$ cat src/gtb_pkg.sv
// gtb_pkg: shared types, opcodes and constants for the guest timebase block
// no dependencies
`default_nettype none
package gtb_pkg;
    // opcodes of the input word
    localparam logic [1:0] OP_READ   = 2'd0;
    localparam logic [1:0] OP_START  = 2'd1;
    localparam logic [1:0] OP_REBASE = 2'd2;

    // configuration register indexes
    localparam logic [1:0] CFG_FREQ   = 2'd0;
    localparam logic [1:0] CFG_SHIFT  = 2'd1;
    localparam logic [1:0] CFG_LEGACY = 2'd2;

    localparam logic [31:0] FREQ_RESET  = 32'd24000000;
    localparam logic [2:0]  SHIFT_RESET = 3'd3;

    localparam logic [63:0] GUEST_CORE_CLOCK = 64'd1243125000;
    localparam int          FRAC_BITS        = 55;
    localparam int          INT_SHIFT        = 64 - FRAC_BITS;
    localparam int          GUEST_SCALE_SH   = 3;
    // core clock times eight, as a 73.55 fixed-point numerator
    localparam logic [127:0] PUB_DIVIDEND =
        128'(GUEST_CORE_CLOCK * 64'd8) << FRAC_BITS;

    // shared unit commands and status
    typedef struct packed {
        logic mul;
        logic div;
    } gtb_arith_cmd_t;

    typedef struct packed {
        logic busy;
        logic done;
    } gtb_arith_sts_t;
endpackage
`default_nettype wire

$ cat src/gtb_arith.sv
// gtb_arith: shared 64x64 multiplier (four 32x32 partials) and 128/32 divider
// depends on gtb_pkg
`default_nettype none
module gtb_arith (
    input  wire logic                    clk,
    input  wire logic                    rst_n,
    input  wire gtb_pkg::gtb_arith_cmd_t cmd,
    input  wire logic [63:0]             op_a,
    input  wire logic [63:0]             op_b,
    input  wire logic [127:0]            load,
    input  wire logic [31:0]             divisor,
    output gtb_pkg::gtb_arith_sts_t      sts,
    output logic [127:0]                 work,
    output logic [31:0]                  rem
);
    logic         busy_reg;
    logic         done_reg;
    logic         div_mode_reg;
    logic [5:0]   cnt_reg;
    logic         pv_reg;
    logic [1:0]   sh_reg;
    logic [63:0]  a_reg;
    logic [63:0]  b_reg;
    logic [31:0]  d_reg;
    logic [63:0]  prod_reg;
    logic [127:0] work_reg;
    logic [31:0]  rem_reg;

    logic [31:0]  a_half;
    logic [31:0]  b_half;
    logic [127:0] addend;
    logic [32:0]  t1;
    logic [32:0]  t2;
    logic         ge1;
    logic         ge2;
    logic [31:0]  r1;
    logic [31:0]  r2;

    // partial product operand select
    assign a_half = cnt_reg[1] ? a_reg[63:32] : a_reg[31:0];
    assign b_half = cnt_reg[0] ? b_reg[63:32] : b_reg[31:0];

    // aligned partial product
    always_comb
    begin
        case (sh_reg)
            2'd0:    addend = {64'd0, prod_reg};
            2'd1:    addend = {32'd0, prod_reg, 32'd0};
            2'd2:    addend = {prod_reg, 64'd0};
            default: addend = '0;
        endcase
    end

    // two restoring division steps per cycle
    always_comb
    begin
        t1  = {rem_reg, work_reg[127]};
        ge1 = t1 >= {1'b0, d_reg};
        r1  = ge1 ? 32'(t1 - {1'b0, d_reg}) : t1[31:0];
        t2  = {r1, work_reg[126]};
        ge2 = t2 >= {1'b0, d_reg};
        r2  = ge2 ? 32'(t2 - {1'b0, d_reg}) : t2[31:0];
    end

    // control
    always_ff @(posedge clk or negedge rst_n)
    begin
        if (!rst_n)
        begin
            busy_reg     <= 1'b0;
            done_reg     <= 1'b0;
            div_mode_reg <= 1'b0;
            cnt_reg      <= '0;
            pv_reg       <= 1'b0;
        end
        else
        begin
            done_reg <= 1'b0;
            if (!busy_reg && (cmd.mul || cmd.div))
            begin
                busy_reg     <= 1'b1;
                div_mode_reg <= cmd.div;
                cnt_reg      <= '0;
                pv_reg       <= 1'b0;
            end
            else if (busy_reg)
            begin
                cnt_reg <= cnt_reg + 6'd1;
                if (div_mode_reg)
                begin
                    if (cnt_reg == 6'd63)
                    begin
                        busy_reg <= 1'b0;
                        done_reg <= 1'b1;
                    end
                end
                else
                begin
                    pv_reg <= (cnt_reg < 6'd4);
                    if (cnt_reg == 6'd4)
                    begin
                        busy_reg <= 1'b0;
                        done_reg <= 1'b1;
                    end
                end
            end
        end
    end

    // datapath
    always_ff @(posedge clk)
    begin
        if (!busy_reg && (cmd.mul || cmd.div))
        begin
            a_reg    <= op_a;
            b_reg    <= op_b;
            d_reg    <= divisor;
            work_reg <= load;
            rem_reg  <= '0;
        end
        else if (busy_reg)
        begin
            if (div_mode_reg)
            begin
                rem_reg  <= r2;
                work_reg <= {work_reg[125:0], ge1, ge2};
            end
            else
            begin
                prod_reg <= 64'(a_half) * 64'(b_half);
                sh_reg   <= {1'b0, cnt_reg[1]} + {1'b0, cnt_reg[0]};
                if (pv_reg)
                    work_reg <= work_reg + addend;
            end
        end
    end

    assign sts.busy = busy_reg;
    assign sts.done = done_reg;
    assign work     = work_reg;
    assign rem      = rem_reg;
endmodule
`default_nettype wire
$ cat config.mk
export PLATFORM = sky130hd
export DESIGN_NAME = gtb_arith
export DESIGN_NICKNAME = d
export VERILOG_FILES = /design/src/gtb_pkg.sv /design/src/gtb_arith.sv
export SDC_FILE = /design/constraint.sdc
export NUM_CORES = 2
export LEC_CHECK = 0
export BUFFER_PORTS_ARGS = -buffer_cell sky130_fd_sc_hd__buf_2
export CORE_MARGIN = 1.5
export CORE_UTILIZATION = 35
export DETAILED_ROUTE_END_ITERATION = 8
export PLACE_DENSITY = 0.59
export SETUP_SLACK_MARGIN = 0.05
export SLEW_MARGIN = 15
export SYNTH_ARGS = -nofsm -noshare
export SYNTH_HDL_FRONTEND = slang
export SYNTH_SLANG_ARGS = --single-unit
export TNS_END_PERCENT = 20
$ cat constraint.sdc
create_clock -name clk -period 12.53 [get_ports clk]
set_input_delay 1.253 -clock clk [delete_from_list [all_inputs] [get_ports clk]]
set_output_delay 1.253 -clock clk [all_outputs]
set_load 0.005 [all_outputs]
### Yosys cells after proc, flatten, opt, wreduce, memory -nomap -nowiden

Index checks and enable logic that the tools add are counted.

* add/sub/neg operators: 5
* multiply operators: 1
* order comparisons: 3
* equal/unequal tests: 5
* mux-type cells: 24
* bitwise operators: 2
* reduce and logical (&&, ||, !) cells: 10

Operators with widths (number)
* 128-bit 2-to-1 mux: 4
* 128-bit one-hot mux with 3 select lines: 1
* 128-bit adder: 1
* 32-bit 2-to-1 mux: 4
* 33-bit by 32-bit >= comparator with 1-bit output: 2
* 32-bit by 32-bit multiplier with 64-bit output: 1
* 32-bit subtractor: 2
* 1-bit 2-to-1 mux: 13
* 6-bit 2-to-1 mux: 2
* 6-bit by 1-bit adder with 6-bit output, second input constant: 1
* 6-bit by 3-bit equality test with 1-bit output, second input constant: 1
* 6-bit equality test, second input constant: 1
* 6-bit by 3-bit < comparator with 1-bit output, second input constant: 1
* 2-bit AND reduction: 3
* 3-bit AND reduction: 1
* 3-bit nonzero test: 1
* 1-bit by 1-bit adder with 2-bit output: 1
* 2-bit by 1-bit equality test with 1-bit output, second input constant: 1
* 2-bit equality test, second input constant: 1
* 2-bit zero test: 1
* 2-bit by 1-bit != test with 1-bit output, second input constant: 1
* 1-bit inverter: 2
* 2-bit nonzero test: 1
* 1-bit logical AND: 1
* other kinds (2): 2

* register bits: 396
* input bits: 292
* logic and storage cells: 62

### Logic depth before layout (Yosys ltp)

* word-level depth: 7
* depth in mapped cells: 36

### Least setup slack after synthesis

OpenSTA, ideal clock, no wires.

* path kind: reg-to-reg
* from: reg cnt_reg[1]
* to: reg prod_reg[46] (data pin)
* data arrival time: 8.938 ns
* path slack: 3.332 ns
* stages on the path, launching flop included: 33
* period minus slack after synthesis: 9.198 ns
* cell sequence: dfrtp_1 -> clkbuf_1 -> buf_1 -> clkbuf_1 -> mux2i_1 -> clkbuf_1 -> nor2_1 -> fa_1 -> fa_1 -> fa_1 -> inv_1 -> fa_1 -> inv_1 -> fa_1 -> inv_1 -> fa_1 -> inv_1 -> fa_1 -> inv_1 -> fa_1 -> inv_1 -> ha_1 -> a21o_1 -> a21o_1 -> a21o_1 -> o41a_4 -> a221oi_4 -> o21ai_2 -> a221o_2 -> a221oi_2 -> o211ai_2 -> a311oi_2 -> xnor2_1

* word-level cells in the longest chain between the ends: 2

Ends and longest elaborated chain
* start, declared: line gtb_arith.sv:19 `logic [5:0] cnt_reg;`
* start signal, assigned: line gtb_arith.sv:88 `cnt_reg <= cnt_reg + 6'd1;`
* 32-bit 2-to-1 mux: line gtb_arith.sv:40 `assign a_half = cnt_reg[1] ? a_reg[63:32] : a_reg[31:0];`
* 32-bit by 32-bit multiplier with 64-bit output: line gtb_arith.sv:130 `prod_reg <= 64'(a_half) * 64'(b_half);`
* end signal, assigned: line gtb_arith.sv:130
* end, declared: line gtb_arith.sv:25 `logic [63:0] prod_reg;`

Every way passes these cells.
A chain may end at the register's enable or synchronous reset.

### Worst setup path after layout

* from: reg cnt_reg[1]
* to: reg prod_reg[62] (data pin)

Same word-level chain as after synthesis.

==> flow_summary_export.csv <==
group,metric,value,unit
outcome,status,"completed",
floorplanning,die_h,421,um
min_path,hold_class,"input pin to async pin",
critical_path,cp.buffers_inverters,4,
final_layout,nets,8745,
clock_tree,h-tree-depth,2,
synth,synth_warnings,0,
placement,gp_congestion,0.994,
synth,yosys-top-cells-area,"fa_1 29%, edfxtp_1 17%, ha_1 9.3%",
floorplanning,pin_count,454,
sta,hold_violations,0,
sta,tightestPinTransition,1.28,ns
sta,fmax,0.0978,GHz
clock_tree,root_buffer,"clkbuf_16",
drt,firstDrtPassIters,8,
clock_tree,cts_setup_buffers,0,
grt,grt_start_max_net_pins,106,
clock_tree,clk_pin_slew,0.06,ns
sta,rsz0062_at_grt,"false",
drt,dr_total_vias,51700,
critical_path,slowest_delay,0.90,ns
grt,grt_pass1_wl,344,mm
drt,wire_per_inst,25.0,um
critical_path,cp_slowest_cell,"dfrtp_4",
critical_path,required,13.01,ns
clock_tree,cts_buffer_depth,3,
clock_tree,ctsHoldBuffers,0,
clock_tree,cts_resized,0,
synth,syn_area,61100,sq um
sta,finalClockSkew,0.0778,ns
synth,synth_ff_type,"edfxtp_1",
sta,slew_headroom,13.1,%
floorplanning,dieArea,177000,sq um
sta,min_period_over_period,81.6,%
synth,synth_seq_cells,396,
floorplanning,rows,153,
clock_tree,cts_made_buffers,51,
critical_path,critPathTopFamily,"adder cells",
clock_tree,cts_tree,"yes",
sta,slew_viol_final,0,
clock_tree,clk_latency,0.74,ns
grt,grt.total_usage,26.4,%
critical_path,arrival,10.71,ns
critical_path,crit_top_cell,"fa_1",
final_layout,largest_reg_flops,128,
floorplanning,initial_core_util,35.2,%
final_layout,area_growth,11.0,%
critical_path,start_kind,"register",
synth,synth_top_area_share,29.5,%
sta,setup_viol,0,
drt,first_iter_violations,4947,
synth,synth_area_leader_cell,"fa_1",
drt,drcViolationCount,0,
placement,port-buffer-count,453,
final_layout,layout_commonest_cell,"inv_1",
run,cap_violations,0,
synth,synth_seq_area_share,18.9,%
drt,antenna_left,0,
critical_path,criticalPathCategory,"register to register",
sta,finalSetupTns,0,ns
critical_path,critPathMaxFanout,29,
synth,synthArstFlopShare,2.53,%
final_layout,seqCellArea,11500,sq um
synth,synth_cell_type_count,91,
synth,syn_nets,8495,
final_layout,multi_input_comb_area,44700,sq um
clock_tree,clock-sinks,396,
final_layout,drive_gt1_share,11.4,%
placement,dpl.hpwl,187,mm
floorplanning,coreArea,174000,sq um
final_layout,final_cell_mix,"1029 x inv_1, 906 x nor2_1, 899 x fa_1",
synth,synth_cells,6848,
final_layout,nFillCells,17800,
sta,period_needed,10.23,ns
grt,grt_antenna_before_repair,20,
drt,vias_per_cell,5.45,
grt,grt_remaining_overflow,0,
floorplanning,fp.dieW,421,um
synth,avgSynthCellArea,8.92,sq um
grt,grt_pass1_vias,52600,
synth,synth_edf_count,354,
drt,routed_wl,237,mm
critical_path,endpoint_kind,"register",
==> Yosys cell counts (42+ instances only) <==
library cell     n
inv_1         1032
nor2_1         908
fa_1           899
nand2_1        686
a21oi_1        498
ha_1           456
edfxtp_1       354
clkbuf_1       308
o21ai_0        263
xnor2_1        155
a21o_1         150
mux2i_1        129
nand4_1         84
mux2_2          81
xor2_1          81
and2_1          78
o21bai_1        57
o21a_1          50
nand3_1         46
nor3_1          42
==> final timing paths <==
check	start	endpoint	slack, ns	cells past startpoint
min	rst_n	busy_reg$_DFF_PN0_	0.38	1
max	cnt_reg[1]$_DFFE_PN0P_	prod_reg[62]$_DFFE_PP_	2.30	28
max in group asynchronous	rst_n	cnt_reg[1]$_DFFE_PN0P_	11.89	1
min in group clk	pv_reg$_DFFE_PN0P_	pv_reg$_DFFE_PN0P_	0.53	1
min reg2reg	pv_reg$_DFFE_PN0P_	pv_reg$_DFFE_PN0P_	0.53	1
max reg2reg	cnt_reg[1]$_DFFE_PN0P_	prod_reg[62]$_DFFE_PP_	2.30	28
==> metrics by stage <==
step,utilization [%],worst slack [ns],cells,hold slack [ns],cell area [sq um]
2_1_floorplan,-,3.33,6848,0.478,61100
3_3_place_gp,38.0,2.50,9370,0.500,66000
3_5_place_dp,38.0,2.35,9370,0.514,66000
4_1_cts,39.0,2.37,9466,0.337,67800
5_1_grt,39.0,1.91,9471,0.376,67800
6_report,39.0,2.30,9477,0.379,67800
==> routing by layer <==
| layer | global-route usage, % | share of wire, % | vias up |
|---|---|---|---|
| met3 | 5.64 | 8.7 | 560 |
| met2 | 41.8 | 45 | 2452 |
| met5 | 0 | 0.014 | - |
| met1 | 34.0 | 40 | 25700 |
| met4 | 13.6 | 6.0 | 6 |
| li1 | - | - | 22900 |
==> kinds of logic (layout without fill, tap and decap cells) <==
kind of cell             after synthesis  in the layout  synth area share [%]
other                                  0             11                     0
XOR/XNOR                             236            236                  3.38
multiplexers                         210            210                  3.61
AND/OR/NAND/NOR                     2012           2012                  14.0
adder cells (fa/ha/maj)             1355           1355                  38.8
AO/OA/AOI/OAI                       1265           1265                  12.8
flip-flops                           396            396                  18.9
buffers and inverters               1374           1667                  8.49
==> area by class of cell <==
cell class,instances,share of cell area [%]
Antenna cell,11,0.0406
Clock inverter,42,0.764
Inverter,1032,5.73
Clock buffer,54,1.90
Sequential cell,396,17.0
Timing Repair Buffer,539,4.31
Tap cell,2325,4.29
Multi-Input combinational cell,5078,66.0
Power is not shown: default switching activity piles up to over one toggle a cycle in this logic, so the estimate is an artifact.
